**src/sv/bmc_pkg.sv**
```systemverilog
// Shared types, constants and helper functions for the binary-mask 3x3 stream block.
// Used by the interfaces, every module of the block and the checker.
package bmc_pkg;

  localparam int PIX_W          = 8;
  localparam int COORD_W        = 10;
  localparam int DIM_W          = 11;
  localparam int MASK_W         = 9;
  localparam int CFG_IDX_W      = 2;
  localparam int CFG_DATA_W     = 11;
  localparam int LINE_W         = 2 * PIX_W;
  localparam int WIN_ROWS       = 3;
  localparam int QUEUE_DEPTH    = 3;
  localparam int MAX_WIDTH_DEF  = 1024;
  localparam int MAX_HEIGHT_DEF = 1024;
  localparam int DIM_RESET      = 1024;
  localparam int DIM_MIN        = 3;

  localparam logic [MASK_W-1:0] MASK_RESET = 9'h1FF;

  typedef enum logic [CFG_IDX_W-1:0] {
    CFG_IMAGE_WIDTH  = 2'd0,
    CFG_IMAGE_HEIGHT = 2'd1,
    CFG_KERNEL_MASK  = 2'd2
  } cfg_idx_t;

  typedef struct packed {
    logic [COORD_W-1:0] out_row;
    logic [COORD_W-1:0] out_col;
    logic [PIX_W-1:0]   value;
    logic               frame_end;
  } res_t;

  // Last valid coordinate for a frame dimension once clamped to [DIM_MIN, maxv].
  function automatic int unsigned dim_last(input logic [DIM_W-1:0] v, input int unsigned maxv);
    int unsigned vi;
    vi = 32'(v);
    if (vi < 32'(DIM_MIN)) begin
      return 32'(DIM_MIN) - 32'd1;
    end else if (vi > maxv) begin
      return maxv - 32'd1;
    end
    return vi - 32'd1;
  endfunction

endpackage

```
**src/sv/bmc_out_queue.sv**
```systemverilog
// Three-word result queue between the window stage and the output channel.
// Its fill count lets the input side keep accepting while results wait. Depends on bmc_pkg.
module bmc_out_queue (
  input  logic                                          clk,
  input  logic                                          rst_n,
  input  logic                                          push,
  input  bmc_pkg::res_t                                 push_data,
  output logic                                          pop_valid,
  input  logic                                          pop_ready,
  output bmc_pkg::res_t                                 pop_data,
  output logic [$clog2(bmc_pkg::QUEUE_DEPTH+1)-1:0]     count
);

  localparam int PW = $clog2(bmc_pkg::QUEUE_DEPTH);
  localparam int CW = $clog2(bmc_pkg::QUEUE_DEPTH + 1);
  localparam logic [PW-1:0] LAST = PW'(bmc_pkg::QUEUE_DEPTH - 1);

  bmc_pkg::res_t   buf_r [bmc_pkg::QUEUE_DEPTH];
  logic [PW-1:0]   head_r, head_nxt;
  logic [PW-1:0]   tail_r, tail_nxt;
  logic [CW-1:0]   count_r, count_nxt;
  logic            pop;

  assign pop_valid = (count_r != '0);
  assign pop_data  = buf_r[head_r];
  assign pop       = pop_valid && pop_ready;
  assign count     = count_r;

  always_comb begin
    head_nxt  = head_r;
    tail_nxt  = tail_r;
    count_nxt = count_r;
    if (pop) begin
      head_nxt = (head_r == LAST) ? '0 : head_r + 1'b1;
    end
    if (push) begin
      tail_nxt = (tail_r == LAST) ? '0 : tail_r + 1'b1;
    end
    if (push && !pop) begin
      count_nxt = count_r + 1'b1;
    end else if (pop && !push) begin
      count_nxt = count_r - 1'b1;
    end
  end

  always_ff @(posedge clk) begin
    if (push) begin
      buf_r[tail_r] <= push_data;
    end
  end

  always_ff @(posedge clk) begin
    if (!rst_n) begin
      head_r  <= '0;
      tail_r  <= '0;
      count_r <= '0;
    end else begin
      head_r  <= head_nxt;
      tail_r  <= tail_nxt;
      count_r <= count_nxt;
    end
  end

endmodule

```
**config.mk**
```make
export PLATFORM = sky130hd
export DESIGN_NAME = bmc_out_queue
export DESIGN_NICKNAME = d
export VERILOG_FILES = /design/src/sv/bmc_pkg.sv /design/src/sv/bmc_out_queue.sv
export SDC_FILE = /design/constraint.sdc
export NUM_CORES = 1
export LEC_CHECK = 0
export BUFFER_PORTS_ARGS = -buffer_cell sky130_fd_sc_hd__buf_4
export CORE_MARGIN = 2
export CORE_UTILIZATION = 45
export DETAILED_ROUTE_END_ITERATION = 7
export GPL_TIMING_DRIVEN = 0
export HOLD_SLACK_MARGIN = 0.12
export PLACE_DENSITY = 0.75
export SYNTH_ARGS = -nofsm -noshare
export SYNTH_HDL_FRONTEND = slang
export SYNTH_SLANG_ARGS = --single-unit
export TNS_END_PERCENT = 50
```
**constraint.sdc**
```tcl
create_clock -name clk -period 9.8 [get_ports clk]
set_clock_uncertainty 0.2 [all_clocks]
set_input_delay 2.94 -clock clk [delete_from_list [all_inputs] [get_ports clk]]
set_output_delay 2.94 -clock clk [all_outputs]
set_load 0.03 [all_outputs]
```
Word level (Yosys, flattened, before mapping). Memories as Yosys holds them, arrays and structs flattened. A register that Yosys moved wholly into a read port is not among the register bits. Cells that the tools add are included.

Muxes and demuxes: 8. Add/subtract/negate cells: 4. Reductions and logical operators: 7. Equality and inequality tests: 2.

Operators by type and width (count): $mux W2 (6); $add A2 B1 Y2 const B (3); $eq A2 B2 Y1 const B (2); $reduce_bool A2 Y1 (2); $logic_and A1 B1 Y1 (3); $logic_not A1 Y1 (2); $mux W1 (2); $sub A2 B1 Y2 const B (1).

Output and inout port bits: 32. Flip-flop bits (word level): 6. Memories kept: 1. RAM bits: 87. Input bits: 33.

Memories: buf_r (depth 3, width 29, read ports 1, clocked after Yosys merged registers in 1, write ports 1, line bmc_out_queue.sv:18) `bmc_pkg::res_t buf_r [bmc_pkg::QUEUE_DEPTH];`.

Logic depth before layout (Yosys ltp).
Depth in word-level cells: 5. Gate-level depth with buffers: 5. Depth with buffers taken out: 5.

Least setup slack after synthesis. No wires, ideal clock.

Path kind: in2reg. Start point: in push. End point: mem buf_r[0][0] in the netlist's numbering, enable pin. Required time: 9.140 ns. Cell stages on the path: 1. Arrival time: 5.149 ns. Slack: 3.991 ns. Path buffers: 0. Library setup time: 0.460 ns. Cells stage by stage: nor3b_1.

Cells in the longest elaborated chain, start to end: 2.

Ends and longest elaborated chain: start: declaration (line bmc_out_queue.sv:6) `input logic push,`; $mux W1 (line bmc_out_queue.sv:47) `if (push) begin`; $mux W1 (implied by the code) (line bmc_out_queue.sv:48) `buf_r[tail_r] <= push_data;`; end: declaration (line bmc_out_queue.sv:18).

No other way between the ends.

==> flow_summary.toml <==
[yosys]
syn-mean-instance-area_um2 = 16.5
yosysTopAreaCell = "edfxtp_1"
ys_types = 24
synth_cells = 214
synth.most_common_cell = "edfxtp_1"
synth_edf_count = 87
netlist_area_um2 = 3530
yosys.area.top_type_share = 0.741
synthArstFlopShare = 0
synth.area.top_cells = "edfxtp_1 74%, mux2i_1 8.2%, dfxtp_1 4.5%"
ys.flop_type = "edfxtp_1"
yosysWarnings = 0
synth.ff_latch_count = 95
netlist_top_cells_count = "87 x edfxtp_1, 32 x nand2_1, 29 x mux2i_1, 29 x o21ai_1, 8 x dfxtp_1"
yosysSeqAreaShare = 0.786
synth_nets = 248

[hold_path]
hp-start = "head_r[0]"
hold_depth = 2
min_path_type = "flop to flop"

[layout]
n_antenna_cell = 0
drive_gt1_frac = 0.310
fillCellCount = 622
utilization = 0.578
area_growth_pct = 25.3
final_area_um2 = 4420
final_cells = 399
nets = 326

[pwr]
p_leak_nw = 1.54
p_per_area_nw_per_um2 = 241
peakVddDrop_mv = 0.117

[floorplan]
boundaryPins = 65
die_y_um = 92.5
core_um2 = 7650
num_rows = 32
initial_core_util = 0.461
die_x_um = 92.5
dieArea_um2 = 8560

[grt]
grt_max_degree = 31
grt_pass1_wl_mm = 9.54
antenna_found_initial = 0
grt_use_total = 0.152
first_global_vias = 1987
grt_overflow = 0

[clock_network]
clkSinkCount = 95
postCtsSetupRepairBufs = 0
cts_root_buf = "clkbuf_8"
cts-buffers-inserted = 9
hold_buffers = 0
cts.path.max_buffers = 2
cts_resized = 0
cts_max_level = 3
clk-insertion-delay-late_ns = 0.35
cts.clk_slew.worst_paths_ns = 0.08
tritoncts = "built"

[critical_path]
cp-end-kind = "output pin"
cpMaxStageDelayCell = "dfxtp_1"
reg2reg_from = "tail_r[1]"
critPathLaunchType = "flop"
worstPathCellList = "buf_2 -> buf_2 -> nand2_1 -> o21ai_1 -> buf_4"
ff2ff_setup_slack_ns = 8.00
cp.arrival_ns = 1.63
critPathMaxStageDelay_ns = 0.37
crit_type = "flop to output pin"
worst_r2r_path_depth = 2
path_common_cell = "buf_2"
required_ns = 6.66
r2r_end = "buf_r[2][5]"
crit_fanout = 10

[sta]
hold_violations = 0
tightest_slew_ns = 0.938
slew_headroom = 0.373
fin_crit_ns = 4.77
max_freq_ghz = 0.210
final_max_slew_viol_count = 0
fin_tns_setup_ns = 0
finalSetupViolCount = 0
whs_ns = 0.309
timing.final.crit_share = 0.487
rsz0062_at_grt = "no"

[drt]
drcViolationCount = 0
ant_nets = 0
viasPerCell = 4.85
drtPass1Iterations = 4
via_count = 1935
wl_per_cell_um = 15.3
wl_mm = 6.12
drtIter0Drc = 69

[placed_design]
gp_congestion = 0.697
dp_hpwl_mm = 3.85
postPlaceCellArea_um2 = 4180
dp.cells = 383
port_buffers = 64

[status]
outcome = "finished clean"

[run]
cap_violations = 0
through the flow:
step / total power, mW / setup slack, ns
CTS: 1.07 / 4.98
global placement: 0.775 / 2.48
finish: 1.06 / 5.03
detailed placement: 0.782 / 5.30
floorplan: 0.676 / 3.99
global route: 1.11 / 4.88
layout by cell type, fill, tap and decap left out:
cell        count
clkinv_1        1
dfxtp_1         8
buf_4          65
or3_1           2
buf_2           4
bufinv_16       3
and3b_2         1
buf_6           4
xor2_1          1
ha_1            1
clkbuf_8        9
clkbuf_1        3
clkinvlp_4      1
nor2b_1         2
clkinv_2        2
o21ai_1        29
mux2i_1        29
nor2_4          1
and2_1          1
nor3b_2         1
or3b_1          1
o21ai_2         1
or2_1           1
edfxtp_1       87
nand2_1        32
o21ai_0         1
a21boi_1        3
o21a_1          2
xnor2_1         1
cell type report:
| class | count | area, um^2 | area share |
|---|---|---|---|
| sequential | 95 | 2770 | 0.628 |
| buffer | 9 | 50.0 | 0.0113 |
| clock inverter | 7 | 111 | 0.0252 |
| timing repair buffer | 67 | 514 | 0.116 |
| multi-input combinational | 110 | 717 | 0.162 |
| clock buffer | 9 | 124 | 0.0280 |
| tap | 102 | 128 | 0.0289 |
kinds of logic after synthesis:
family | after synthesis | synth area share
buffers and inverters | 9 | 0.0142
and+or+nand+nor | 42 | 0.0529
DFF | 95 | 0.786
AOI/OAI and AO/OA | 36 | 0.0557
muxes | 29 | 0.0823
xor gates and xnor gates | 2 | 0.00497
adders and majority gates | 1 | 0.00355
registers in the layout (all words and copies together), names as in the netlist, named ones only:
| register | flops |
|---|---|
| buf_r | 87 |
| count | 2 |
| head_r | 2 |
| tail_r | 2 |
metal layers:
layer	wire, um	up-vias	global-route usage
met5	0	-	0
met4	123	0	0.0746
met3	284	12	0.0366
met2	3110	48	0.262
met1	2600	920	0.179
li1	-	955	-
report_power, final:
part / internal (mW) / switching, mW / total [mW]
registers: 0.468 / 0.0118 / 0.480
clock network: 0.168 / 0.128 / 0.296
logic: 0.115 / 0.174 / 0.289
worst max-delay path: cells and delay by family, from the launching register on:
family,cells,cell delay (ns)
AO/OA/AOI/OAI,1,0.12
buffers and inverters,3,0.72
flip-flops,1,0.37
AND/OR/NAND/NOR,1,0.07
worst max-delay path by stage:
stage,slack [ns],startpoint,to,cells past startpoint
final,5.03,flop,pop_data[7],5
after detailed placement,5.30,push,buf_r[2][22],3
after floorplan,3.99,push,buf_r[0][0],1
after global routing,4.88,flop,pop_data[19],5
after global placement,2.48,push,buf_r[0][26],2
after CTS,4.98,flop,pop_data[19],5
Note: power is estimated with default switching activity, not from simulation.
