`config.mk`:
```
export PLATFORM = sky130hd
export DESIGN_NAME = bmc_window
export DESIGN_NICKNAME = d
export VERILOG_FILES = /design/src/sv/bmc_pkg.sv /design/src/sv/bmc_window.sv
export SDC_FILE = /design/constraint.sdc
export NUM_CORES = 1
export LEC_CHECK = 0
export BUFFER_PORTS_ARGS = -buffer_cell sky130_fd_sc_hd__clkbuf_2
export CAP_MARGIN = 20
export CORE_ASPECT_RATIO = 0.5
export CORE_MARGIN = 5
export CORE_UTILIZATION = 60
export CTS_CLUSTER_SIZE = 16
export DETAILED_ROUTE_END_ITERATION = 10
export PLACE_DENSITY = 0.79
export SLEW_MARGIN = 40
export SYNTH_ARGS = -nofsm -noshare
export SYNTH_HDL_FRONTEND = slang
export SYNTH_SLANG_ARGS = --single-unit
```
`constraint.sdc`:
```
create_clock -name clk -period 9.8 [get_ports clk]
set_input_delay 1.96 -clock clk [delete_from_list [all_inputs] [get_ports clk]]
set_output_delay 1.96 -clock clk [all_outputs]
set_load 0.005 [all_outputs]
```
`src/sv/bmc_pkg.sv`:
```
// Shared types, constants and helper functions for the binary-mask 3x3 stream block.
// Used by the interfaces, every module of the block and the checker.
package bmc_pkg;

  localparam int PIX_W          = 8;
  localparam int COORD_W        = 10;
  localparam int DIM_W          = 11;
  localparam int MASK_W         = 9;
  localparam int CFG_IDX_W      = 2;
  localparam int CFG_DATA_W     = 11;
  localparam int LINE_W         = 2 * PIX_W;
  localparam int WIN_ROWS       = 3;
  localparam int QUEUE_DEPTH    = 3;
  localparam int MAX_WIDTH_DEF  = 1024;
  localparam int MAX_HEIGHT_DEF = 1024;
  localparam int DIM_RESET      = 1024;
  localparam int DIM_MIN        = 3;

  localparam logic [MASK_W-1:0] MASK_RESET = 9'h1FF;

  typedef enum logic [CFG_IDX_W-1:0] {
    CFG_IMAGE_WIDTH  = 2'd0,
    CFG_IMAGE_HEIGHT = 2'd1,
    CFG_KERNEL_MASK  = 2'd2
  } cfg_idx_t;

  typedef struct packed {
    logic [COORD_W-1:0] out_row;
    logic [COORD_W-1:0] out_col;
    logic [PIX_W-1:0]   value;
    logic               frame_end;
  } res_t;

  // Last valid coordinate for a frame dimension once clamped to [DIM_MIN, maxv].
  function automatic int unsigned dim_last(input logic [DIM_W-1:0] v, input int unsigned maxv);
    int unsigned vi;
    vi = 32'(v);
    if (vi < 32'(DIM_MIN)) begin
      return 32'(DIM_MIN) - 32'd1;
    end else if (vi > maxv) begin
      return maxv - 32'd1;
    end
    return vi - 32'd1;
  endfunction

endpackage

```
`src/sv/bmc_window.sv`:
```
// 3x3 window: two stored columns plus the column arriving from the line store.
// Forms the masked neighbourhood sum modulo 256. Depends on bmc_pkg.
module bmc_window (
  input  logic                                             clk,
  input  logic                                             rst_n,
  input  logic                                             step,
  input  logic [bmc_pkg::WIN_ROWS-1:0][bmc_pkg::PIX_W-1:0] cur,
  input  logic [bmc_pkg::MASK_W-1:0]                       mask,
  output logic [bmc_pkg::PIX_W-1:0]                        sum
);

  // Entries 0..2 are the oldest column, 3..5 the middle one, row 0 first.
  logic [2*bmc_pkg::WIN_ROWS-1:0][bmc_pkg::PIX_W-1:0] win_r;
  logic [2*bmc_pkg::WIN_ROWS-1:0][bmc_pkg::PIX_W-1:0] win_nxt;
  logic [bmc_pkg::WIN_ROWS-1:0][bmc_pkg::PIX_W-1:0]   grp;

  always_comb begin
    for (int t = 0; t < bmc_pkg::WIN_ROWS; t++) begin
      grp[t] = (mask[3*t]   ? win_r[t]                    : '0)
             + (mask[3*t+1] ? win_r[bmc_pkg::WIN_ROWS+t] : '0)
             + (mask[3*t+2] ? cur[t]                      : '0);
    end
    sum = grp[0] + grp[1] + grp[2];
  end

  always_comb begin
    win_nxt = win_r;
    if (step) begin
      for (int t = 0; t < bmc_pkg::WIN_ROWS; t++) begin
        win_nxt[t]                    = win_r[bmc_pkg::WIN_ROWS+t];
        win_nxt[bmc_pkg::WIN_ROWS+t] = cur[t];
      end
    end
  end

  always_ff @(posedge clk) begin
    if (!rst_n) begin
      win_r <= '0;
    end else begin
      win_r <= win_nxt;
    end
  end

endmodule

```
# After elaboration in Yosys (flattened, before gate mapping)
# Index checks and enable logic that the tools add are counted.
[totals]
reg_bits = 48
inputBits = 36
[op_classes]
addsub = 8
n_mux = 9
[op_table]
columns = ["cell", "n"]
rows = [
  ["8-bit 2-to-1 mux", 9],
  ["8-bit adder", 8],
]

# Logic depth before layout (Yosys ltp)
# Gate-level depths: netlist (run 1).
[depth]
word_depth = 5
depth_mapped = 15
ltp_nobuf = 15

# Worst setup path after synthesis (run 1)
# Ideal clock, no wire load.
[synth_path]
path_kind = "input-to-output"
from = "in mask[8] (netlist name)"
to = "out sum[7] (netlist name)"
t_arrival_ns = 5.394
required_ns = 7.840
setup_slack_ns = 2.446
path_stages = 14
n_path_buf = 1
cell_sequence = "buf_2 and2_1 fa_1 fa_1 inv_1 fa_1 fa_1 inv_1 ha_1 a21o_1 a21oi_1 o21bai_1 a21oi_1 xnor3_1"
[synth_between]
elab_chain_len = 3
[synth_rtl]
columns = ["element", "line_no", "source"]
rows = [
  ["from (decl)", "bmc_window.sv:8", "input logic [bmc_pkg::MASK_W-1:0] mask,"],
  ["8-bit 2-to-1 mux", "bmc_window.sv:21", "+ (mask[3*t+2] ? cur[t] : '0);"],
  ["8-bit adder", "bmc_window.sv:21", ""],
  ["8-bit adder", "bmc_window.sv:23", "sum = grp[0] + grp[1] + grp[2];"],
  ["to (decl)", "bmc_window.sv:9", "output logic [bmc_pkg::PIX_W-1:0] sum"],
]
# No other way between the ends.

# Final worst setup path (run 1)
[layout_path]
from = "in mask[0] (netlist name)"
to = "out sum[7] (netlist name)"
[layout_between]
elab_chain_len = 5
[layout_rtl]
columns = ["element", "line_no", "source"]
rows = [
  ["8-bit 2-to-1 mux", "bmc_window.sv:19", "grp[t] = (mask[3*t] ? win_r[t] : '0)"],
  ["8-bit adder", "bmc_window.sv:20", "+ (mask[3*t+1] ? win_r[bmc_pkg::WIN_ROWS+t] : '0)"],
  ["8-bit adder", "bmc_window.sv:21", ""],
  ["8-bit adder (2 in series)", "bmc_window.sv:23", ""],
]
# No other way between the ends.

==> metrics.yaml, run 1 <==
via_per_inst: 5.04
dr.pass1.iters: 4
htreeDepth: 2
syn_inst: 358
synth.distinct_cells: 24
p_leak_uw: 0.00191
fin_crit_sh: 0.802
syn-mean-instance-area_um2: 10.1
reg2reg_depth: 2
cpMostUsedCell: "fa_1"
finalSetupViolCount: 0
slowest_stage: "fa_1"
cts_tree: "built"
rows: 19
ctsResizeCount: 0
arrival_ns: 5.90
synth_seq_cells: 48
outcome: "complete, no violations"
num_vias: 2364
wire_per_inst_um: 14.5
crit_required_ns: 7.84
dp.cells: 461
grt_pass1_vias: 2528
ctsHoldBuffers: 0
worstMarginPinSlew_ns: 0.803
drtIter0Drc: 65
grt.overflow.total: 0
final_cells: 469
top_regs: "win_r (48)"
synth-compound-area-share: 0.00834
hold_depth: 2
clock_path_buffers: 2
slowest_delay_ns: 0.55
post_dp_cell_area_mm2: 0.00384
fin_setup_tns_ns: 0
antenna_found_initial: 0
min_path_type: "flip-flop to flip-flop"
max-cap-violations: 0
fmaxAchievable_ghz: 0.127
drive_above_1_share: 0.154
utilization: 0.705
crit_type: "input port to output pin"
rsz0062_at_grt: "false"
synth_top_cell_by_area: "dfxtp_1"
ys_seq_area_frac: 0.267
syn_nets: 447
cts_root_buf: "clkbuf_16"
start_kind: "input port"
vdd_drop_max_v: 0.0000739
cp.depth: 15
clkLatencyLatePin_ns: 0.29
hold_viol: 0
area_growth_pct: 10.7
io_pins: 44
synthAdderAreaFrac: 0.278
crit_path_end_kind: "output pin"
ys_top_cells_by_area: "dfxtp_1 (27%), fa_1 (25%), mux2i_1 (13%)"
remaining_drc_errors: 0
initial_core_util: 0.637
critical_path.cell_chain: "clkbuf_2 > and2_1 > fa_1 > fa_1 > fa_1 > inv_1 > fa_1 > inv_1 > ha_1 > a21o_1 > a21oi_1 > o21bai_1 > a21oi_1 > xnor3_1 > clkbuf_2"
routed_wl_mm: 6.82
largest_register_ffs: 48
cp.buffers_inverters: 4
nNetsFinal: 484
regMostFlops: "win_r"
gp_congestion: 0.837
worst_path_dominant_cell_family: "adder cells"
grt_pass1_wl_mm: 11.8
fin_area_mm2: 0.00399
fin_skew_ns: 0.00280
globalRouteTotalUtil: 0.193
synth_top_family_by_area: "adder cells"
die_h_um: 64.8
muxShareOfSynthArea: 0.133
clk_pin_slew_ns: 0.07
period_needed_ns: 7.86
diodes: 0
yosysWarnings: 0
chipWidth_um: 120
dp_hpwl_mm: 5.37
netlist.area_leader.share: 0.267
io_buffers: 43
synth-xor-area-share: 0.0518
ant_nets: 0
power.density_mw_per_mm2: 150
die_area_mm2: 0.00775
core_mm2: 0.00566
cts_setup_buffers: 0
cp_max_fo: 8
clkSinkCount: 48
cts_inserted_buffers: 5
drv_slew: 0
max_slew_margin: 0.465
grt_max_degree: 49
synthSimpleGateAreaFrac: 0.190
netlist_area_mm2: 0.00360
-- stage by stage --
| step | worst slack [ns] | total power (µW) | hold slack (ns) |
|---|---|---|---|
| 6_report | 1.94 | 600 | 0.517 |
| 5_1_grt | 1.67 | 649 | 0.541 |
| 4_1_cts | 1.90 | 610 | 0.521 |
| 3_5_place_dp | 1.92 | 436 | 0.503 |
| 3_3_place_gp | 1.96 | 427 | 0.490 |
| 2_1_floorplan | 2.45 | 365 | 0.474 |
-- logic make-up after synthesis --
kind of cell	count (synthesis)
muxes	48
and+or+nand+nor	122
buffers and inverters	64
adders and majority gates	53
DFF	48
AOI/OAI and AO/OA	5
xor gates and xnor gates	18
-- final cells by class --
| cell class | count | area [µm²] |
|---|---|---|
| fill | 424 | 1670 |
| tap | 73 | 91.3 |
| clock buffer | 5 | 125 |
| timing repair buffer | 44 | 223 |
| inverter | 50 | 188 |
| clock inverter | 3 | 18.8 |
| sequential | 48 | 961 |
| multi-input combinational | 246 | 2380 |
-- metal layers --
metal | GRT usage | up-vias | wire length (µm)
met5 | 0 | - | 0
met4 | 0.0428 | 0 | 66
met3 | 0.0513 | 7 | 338
met2 | 0.313 | 33 | 3210
met1 | 0.263 | 1171 | 3200
li1 | - | 1153 | -
-- where the power goes --
part	switching, µW	total (µW)	internal (µW)	leakage (µW)
clock network	75.8	170	94.1	0.0000736
registers	6.07	210	204	0.000393
logic	114	220	106	0.00144
-- cells in the final DEF (no fill, tap or decap), drive strengths merged --
| cell type | netlist | final |
|---|---|---|
| ha | 8 | 8 |
| inv | 50 | 50 |
| dfxtp | 48 | 48 |
| clkinv | 0 | 3 |
| buf | 8 | 1 |
| o21bai | 1 | 1 |
| xnor2 | 12 | 12 |
| nor2 | 2 | 2 |
| a21oi | 3 | 3 |
| xnor3 | 1 | 1 |
| nor2b | 48 | 48 |
| nand2 | 36 | 36 |
| a21o | 1 | 1 |
| and2 | 36 | 36 |
| fa | 45 | 45 |
| clkbuf | 6 | 48 |
| xor2 | 5 | 5 |
| mux2i | 48 | 48 |
-- cells in the mapped netlist --
cell,number
nor2_1,2
and2_1,31
xnor2_1,11
ha_1,8
buf_6,1
xor2_1,4
inv_1,50
mux2i_1,48
nand2_2,1
and2_2,5
nor2b_1,48
clkbuf_1,6
nand2_1,34
fa_1,45
o21bai_1,1
xor2_2,1
a21o_1,1
xnor3_1,1
buf_2,6
a21oi_1,3
dfxtp_1,48
xnor2_2,1
nand2_4,1
buf_4,1
-- path summary, 6_finish.rpt --
kind / startpoint / end / slack [ns]
hold / removal: win_r[9] / win_r[9] / 0.52
setup reg to reg: win_r[23] / win_r[23] / 9.13
hold reg to reg: win_r[9] / win_r[9] / 0.52
setup / recovery: mask[0] / sum[7] / 1.94
-- worst min-delay path, stage by stage (launching register included) --
cell and delay (ns):
dfxtp_1 0.33, mux2i_1 0.06, nor2b_1 0.09
No activity file was read; power rests on OpenSTA's default activity.
==> run 2: changes to the inputs <==
--- a/config.mk
+++ b/config.mk
@@ -9,10 +9,10 @@
 export CAP_MARGIN = 20
 export CORE_ASPECT_RATIO = 0.5
 export CORE_MARGIN = 5
-export CORE_UTILIZATION = 60
+export CORE_UTILIZATION = 59
 export CTS_CLUSTER_SIZE = 16
 export DETAILED_ROUTE_END_ITERATION = 10
-export PLACE_DENSITY = 0.79
+export PLACE_DENSITY = 0.78
 export SLEW_MARGIN = 40
 export SYNTH_ARGS = -nofsm -noshare
 export SYNTH_HDL_FRONTEND = slang
==> constraint.sdc (replaced) <==
create_clock -name clk -period 7.7 [get_ports clk]
set_input_delay 1.54 -clock clk [delete_from_list [all_inputs] [get_ports clk]]
set_output_delay 1.54 -clock clk [all_outputs]
set_load 0.005 [all_outputs]
==> metrics.yaml, run 2 (synthesized netlist as in run 1, its figures left out) <==
remaining_drc_errors: 0
initial_core_util: 0.600
hold_depth: 2
io_pins: 44
fin_skew_ns: 0.00421
max-cap-violations: 0
core_mm2: 0.00601
die_h_um: 65.3
ctsHoldBuffers: 0
cts_root_buf: "clkbuf_16"
finalPower_uw: 776
critical_path.cell_chain: "clkbuf_2 > nand2_1 > fa_1 > inv_1 > fa_1 > fa_1 > inv_1 > fa_1 > inv_1 > ha_1 > a21o_1 > a21oi_1 > o21bai_1 > a21oi_1 > xnor3_1 > clkbuf_2"
grt.overflow.total: 0
max_slew_margin: 0.468
p_leak_uw: 0.00190
area_growth_pct: 11.0
grt_pass1_vias: 2562
cts_inserted_buffers: 5
gp_congestion: 0.800
top_regs: "win_r (48)"
p_int_uw: 524
diodes: 0
arrival_ns: 5.52
crit_required_ns: 6.16
wire_per_inst_um: 14.7
drv_slew: 0
rsz0062_at_grt: "false"
grt_max_degree: 49
period_needed_ns: 7.06
fin_setup_tns_ns: 0
worst_path_dominant_cell_family: "adder cells"
power.density_mw_per_mm2: 194
utilization: 0.666
routed_wl_mm: 6.95
ctsResizeCount: 0
antenna_found_initial: 0
drtIter0Drc: 118
clkPwrFrac: 0.293
globalRouteTotalUtil: 0.195
fmaxAchievable_ghz: 0.142
nNetsFinal: 484
clkSinkCount: 48
chipWidth_um: 121
dp_hpwl_mm: 5.41
power_switching_uw: 252
final_common_cell: "inv_1"
fill_cells: 473
clk_pin_slew_ns: 0.06
num_vias: 2365
outcome: "complete, no violations"
p_sw_frac: 0.324
clock_path_buffers: 2
fin_crit_sh: 0.917
met3_usage: 0.0490
crit_type: "input port to output pin"
regMostFlops: "win_r"
seq_power_share: 0.346
use_met2: 0.320
layout_common_cells: "inv_1 (50), mux2i_1 (48), nor2b_1 (48), dfxtp_1 (48), fa_1 (45)"
grt.busiest_layer: "met2"
cpMostUsedCell: "fa_1"
largest_register_ffs: 48
cp_max_fo: 8
rrSetupSlack_ns: 7.03
rows: 20
comb_power_share: 0.361
hold_viol: 0
clkLatencyLatePin_ns: 0.29
io_buffers: 43
dr.pass1.iters: 4
finalSetupViolCount: 0
reg2reg_depth: 2
cp.depth: 16
slowest_stage: "fa_1"
use_met1: 0.252
via_per_inst: 5.00
cp.buffers_inverters: 5
slowest_delay_ns: 0.54
cts_setup_buffers: 0
worstMarginPinSlew_ns: 0.798
htreeDepth: 2
grt_pass1_wl_mm: 11.9
drive_above_1_share: 0.152
die_area_mm2: 0.00786
cts_tree: "built"
min_path_type: "flip-flop to flip-flop"
start_kind: "input port"
ant_nets: 0
vdd_drop_max_v: 0.0000836
crit_path_end_kind: "output pin"
-- run 2: changes by cell type in the layout (fill, tap and decap cells not counted), sizes merged --
| cell | delta |
|---|---|
| clkinv | -3 |
| clkinvlp | +1 |
| clkbuf | +2 |
-- run 2: final cells by class --
class | instances | area (µm²) | area share
Multi-Input combinational cell | 246 | 2380 | 0.596
Sequential cell | 48 | 961 | 0.240
Timing Repair Buffer | 44 | 223 | 0.0557
Inverter | 50 | 188 | 0.0469
Clock buffer | 7 | 143 | 0.0357
Tap cell | 77 | 96.3 | 0.0241
Clock inverter | 1 | 7.51 | 0.00188
-- run 2: power by group through the flow --
stage | combinational, µW | clock [µW] | sequential (µW)
finish | 280 | 228 | 268
global placement | 273 | 0 | 273
detailed placement | 283 | 0 | 273
floorplan | 193 | 0 | 271
CTS | 286 | 233 | 268
global route | 321 | 244 | 269
-- run 2: final timing paths --
| kind | startpoint | end |
|---|---|---|
| worst max-delay path | mask[6] | sum[7] |
| worst min register to register | win_r[14] | win_r[14] |
| worst max register to register | win_r[25] | win_r[25] |
| worst min-delay path | win_r[14] | win_r[14] |
-- run 2: metal layers --
metal,vias up,part of all wire
li1,1153,-
met1,1142,0.47
met2,54,0.46
met3,16,0.046
met4,0,0.023
met5,-,0
-- run 2: worst reg2reg max path, cell delays in order (launching register included) --
cell	delay, ns
dfxtp_1	0.36
mux2i_1	0.09
nor2b_1	0.16
-- run 2: stage by stage --
| stage | instances | cell area [µm²] | hold WS, ns | setup WS [ns] |
|---|---|---|---|---|
| global route | 473 | 4000 | 0.540 | 0.434 |
| finish | 473 | 4000 | 0.517 | 0.641 |
| global placement | 465 | 3850 | 0.491 | 0.708 |
| detailed placement | 465 | 3850 | 0.505 | 0.613 |
| CTS | 473 | 4000 | 0.523 | 0.616 |
| floorplan | 358 | 3600 | 0.474 | 1.19 |
==> run 3: changes to the inputs <==
--- a/config.mk
+++ b/config.mk
@@ -7,9 +7,11 @@
 export LEC_CHECK = 0
 export BUFFER_PORTS_ARGS = -buffer_cell sky130_fd_sc_hd__clkbuf_2
 export CAP_MARGIN = 20
+export CELL_PAD_IN_SITES_DETAIL_PLACEMENT = 1
+export CELL_PAD_IN_SITES_GLOBAL_PLACEMENT = 2
 export CORE_ASPECT_RATIO = 0.5
 export CORE_MARGIN = 5
-export CORE_UTILIZATION = 59
+export CORE_UTILIZATION = 38
 export CTS_CLUSTER_SIZE = 16
 export DETAILED_ROUTE_END_ITERATION = 10
 export PLACE_DENSITY = 0.78
==> metrics.yaml, run 3 (synthesized netlist as in run 1, its figures left out) <==
drtIter0Drc: 75
critical_path.cell_chain: "clkbuf_2 > and2_1 > fa_1 > fa_1 > inv_1 > fa_1 > fa_1 > inv_1 > ha_1 > a21o_1 > a21oi_1 > o21bai_1 > a21oi_1 > xnor3_1 > clkbuf_2"
layout_common_cells: "inv_1 (50), mux2i_1 (48), nor2b_1 (48), dfxtp_1 (48), fa_1 (45)"
drive_above_1_share: 0.156
clk_pin_slew_ns: 0.07
grt_pass1_vias: 2859
cts_root_buf: "clkbuf_16"
htreeDepth: 2
clkSinkCount: 48
gp_congestion: 0.754
cts_tree: "built"
clock_path_buffers: 2
rows: 25
area_growth_pct: 13.2
dp_slack_ns: 0.525
core_mm2: 0.00935
dp_hpwl_mm: 7.29
arrival_ns: 5.60
wire_per_inst_um: 17.1
outcome: "complete, no violations"
cts_inserted_buffers: 5
fin_setup_tns_ns: 0
cpMostUsedCell: "fa_1"
cp.buffers_inverters: 4
max_slew_margin: 0.520
crit_required_ns: 6.16
rsz0062_at_grt: "false"
ctsHoldBuffers: 0
crit_type: "input port to output pin"
die_h_um: 78.8
top_regs: "win_r (48)"
final_common_cell: "inv_1"
regMostFlops: "win_r"
fin_skew_ns: 0.00426
fmaxAchievable_ghz: 0.140
max-cap-violations: 0
power.density_mw_per_mm2: 194
slowest_stage: "fa_1"
worstMarginPinSlew_ns: 0.720
min_path_type: "flip-flop to flip-flop"
final_cells: 518
antenna_found_initial: 0
grt_pass1_wl_mm: 14.9
remaining_drc_errors: 0
p_leak_uw: 0.00191
setup_ws_ns: 0.557
grt_max_degree: 49
routed_wl_mm: 8.88
initial_core_util: 0.385
hold_viol: 0
start_kind: "input port"
diodes: 0
ctsResizeCount: 0
largest_register_ffs: 48
drv_slew: 0
chipWidth_um: 148
io_buffers: 43
crit_path_end_kind: "output pin"
fin_crit_sh: 0.928
grt.overflow.total: 0
worst_path_dominant_cell_family: "adder cells"
via_per_inst: 4.73
cp_max_fo: 8
dr.pass1.iters: 4
io_pins: 44
nNetsFinal: 485
cts_setup_buffers: 0
ant_nets: 0
utilization: 0.436
slowest_delay_ns: 0.56
dp.cells: 509
vdd_drop_max_v: 0.0000815
finalSetupViolCount: 0
period_needed_ns: 7.14
globalRouteTotalUtil: 0.165
clkLatencyLatePin_ns: 0.29
die_area_mm2: 0.0116
num_vias: 2448
run 3: cell count changes in the layout (fill, tap and decap cells not counted), sizes merged:
cell      change
buf           +2
clkbuf        -2
clkinvlp      +1
run 3: tightest hold or removal path, cell delays in order, from the launching register on:
cell     delay, ns
dfxtp_1       0.33
mux2i_1       0.06
nor2b_1       0.10
run 3: layer usage:
metal | global-route usage | up-vias | wire, µm
li1 | - | 1158 | -
met4 | 0.0335 | 0 | 66
met1 | 0.230 | 1252 | 4360
met3 | 0.0325 | 4 | 331
met2 | 0.267 | 34 | 4120
met5 | 0 | - | 0
run 3: layout make-up:
| class | instances | area (µm²) |
|---|---|---|
| Fill cell | 1087 | 5270 |
| Multi-Input combinational cell | 246 | 2380 |
| Sequential cell | 48 | 961 |
| Timing Repair Buffer | 45 | 243 |
| Inverter | 50 | 188 |
| Tap cell | 121 | 151 |
| Clock buffer | 6 | 139 |
| Clock inverter | 2 | 15.0 |
run 3: metrics by stage:
stage | area [µm²] | total power, µW | hold slack [ns]
4_1_cts | 4060 | 806 | 0.524
6_report | 4080 | 792 | 0.520
2_1_floorplan | 3600 | 464 | 0.474
3_5_place_dp | 3910 | 571 | 0.507
3_3_place_gp | 3910 | 555 | 0.488
5_1_grt | 4080 | 854 | 0.551
run 3: power breakdown:
| group | internal (µW) | switching, µW |
|---|---|---|
| sequential | 260 | 7.94 |
| clock | 129 | 102 |
| combinational | 138 | 154 |
| total | 528 | 265 |
run 3: final timing paths:
kind / end / startpoint / cells past startpoint / slack (ns)
max: sum[7] / mask[8] / 15 / 0.56
min: win_r[3] / win_r[3] / 2 / 0.52
max reg2reg: win_r[23] / win_r[23] / 2 / 7.03
min reg2reg: win_r[3] / win_r[3] / 2 / 0.52
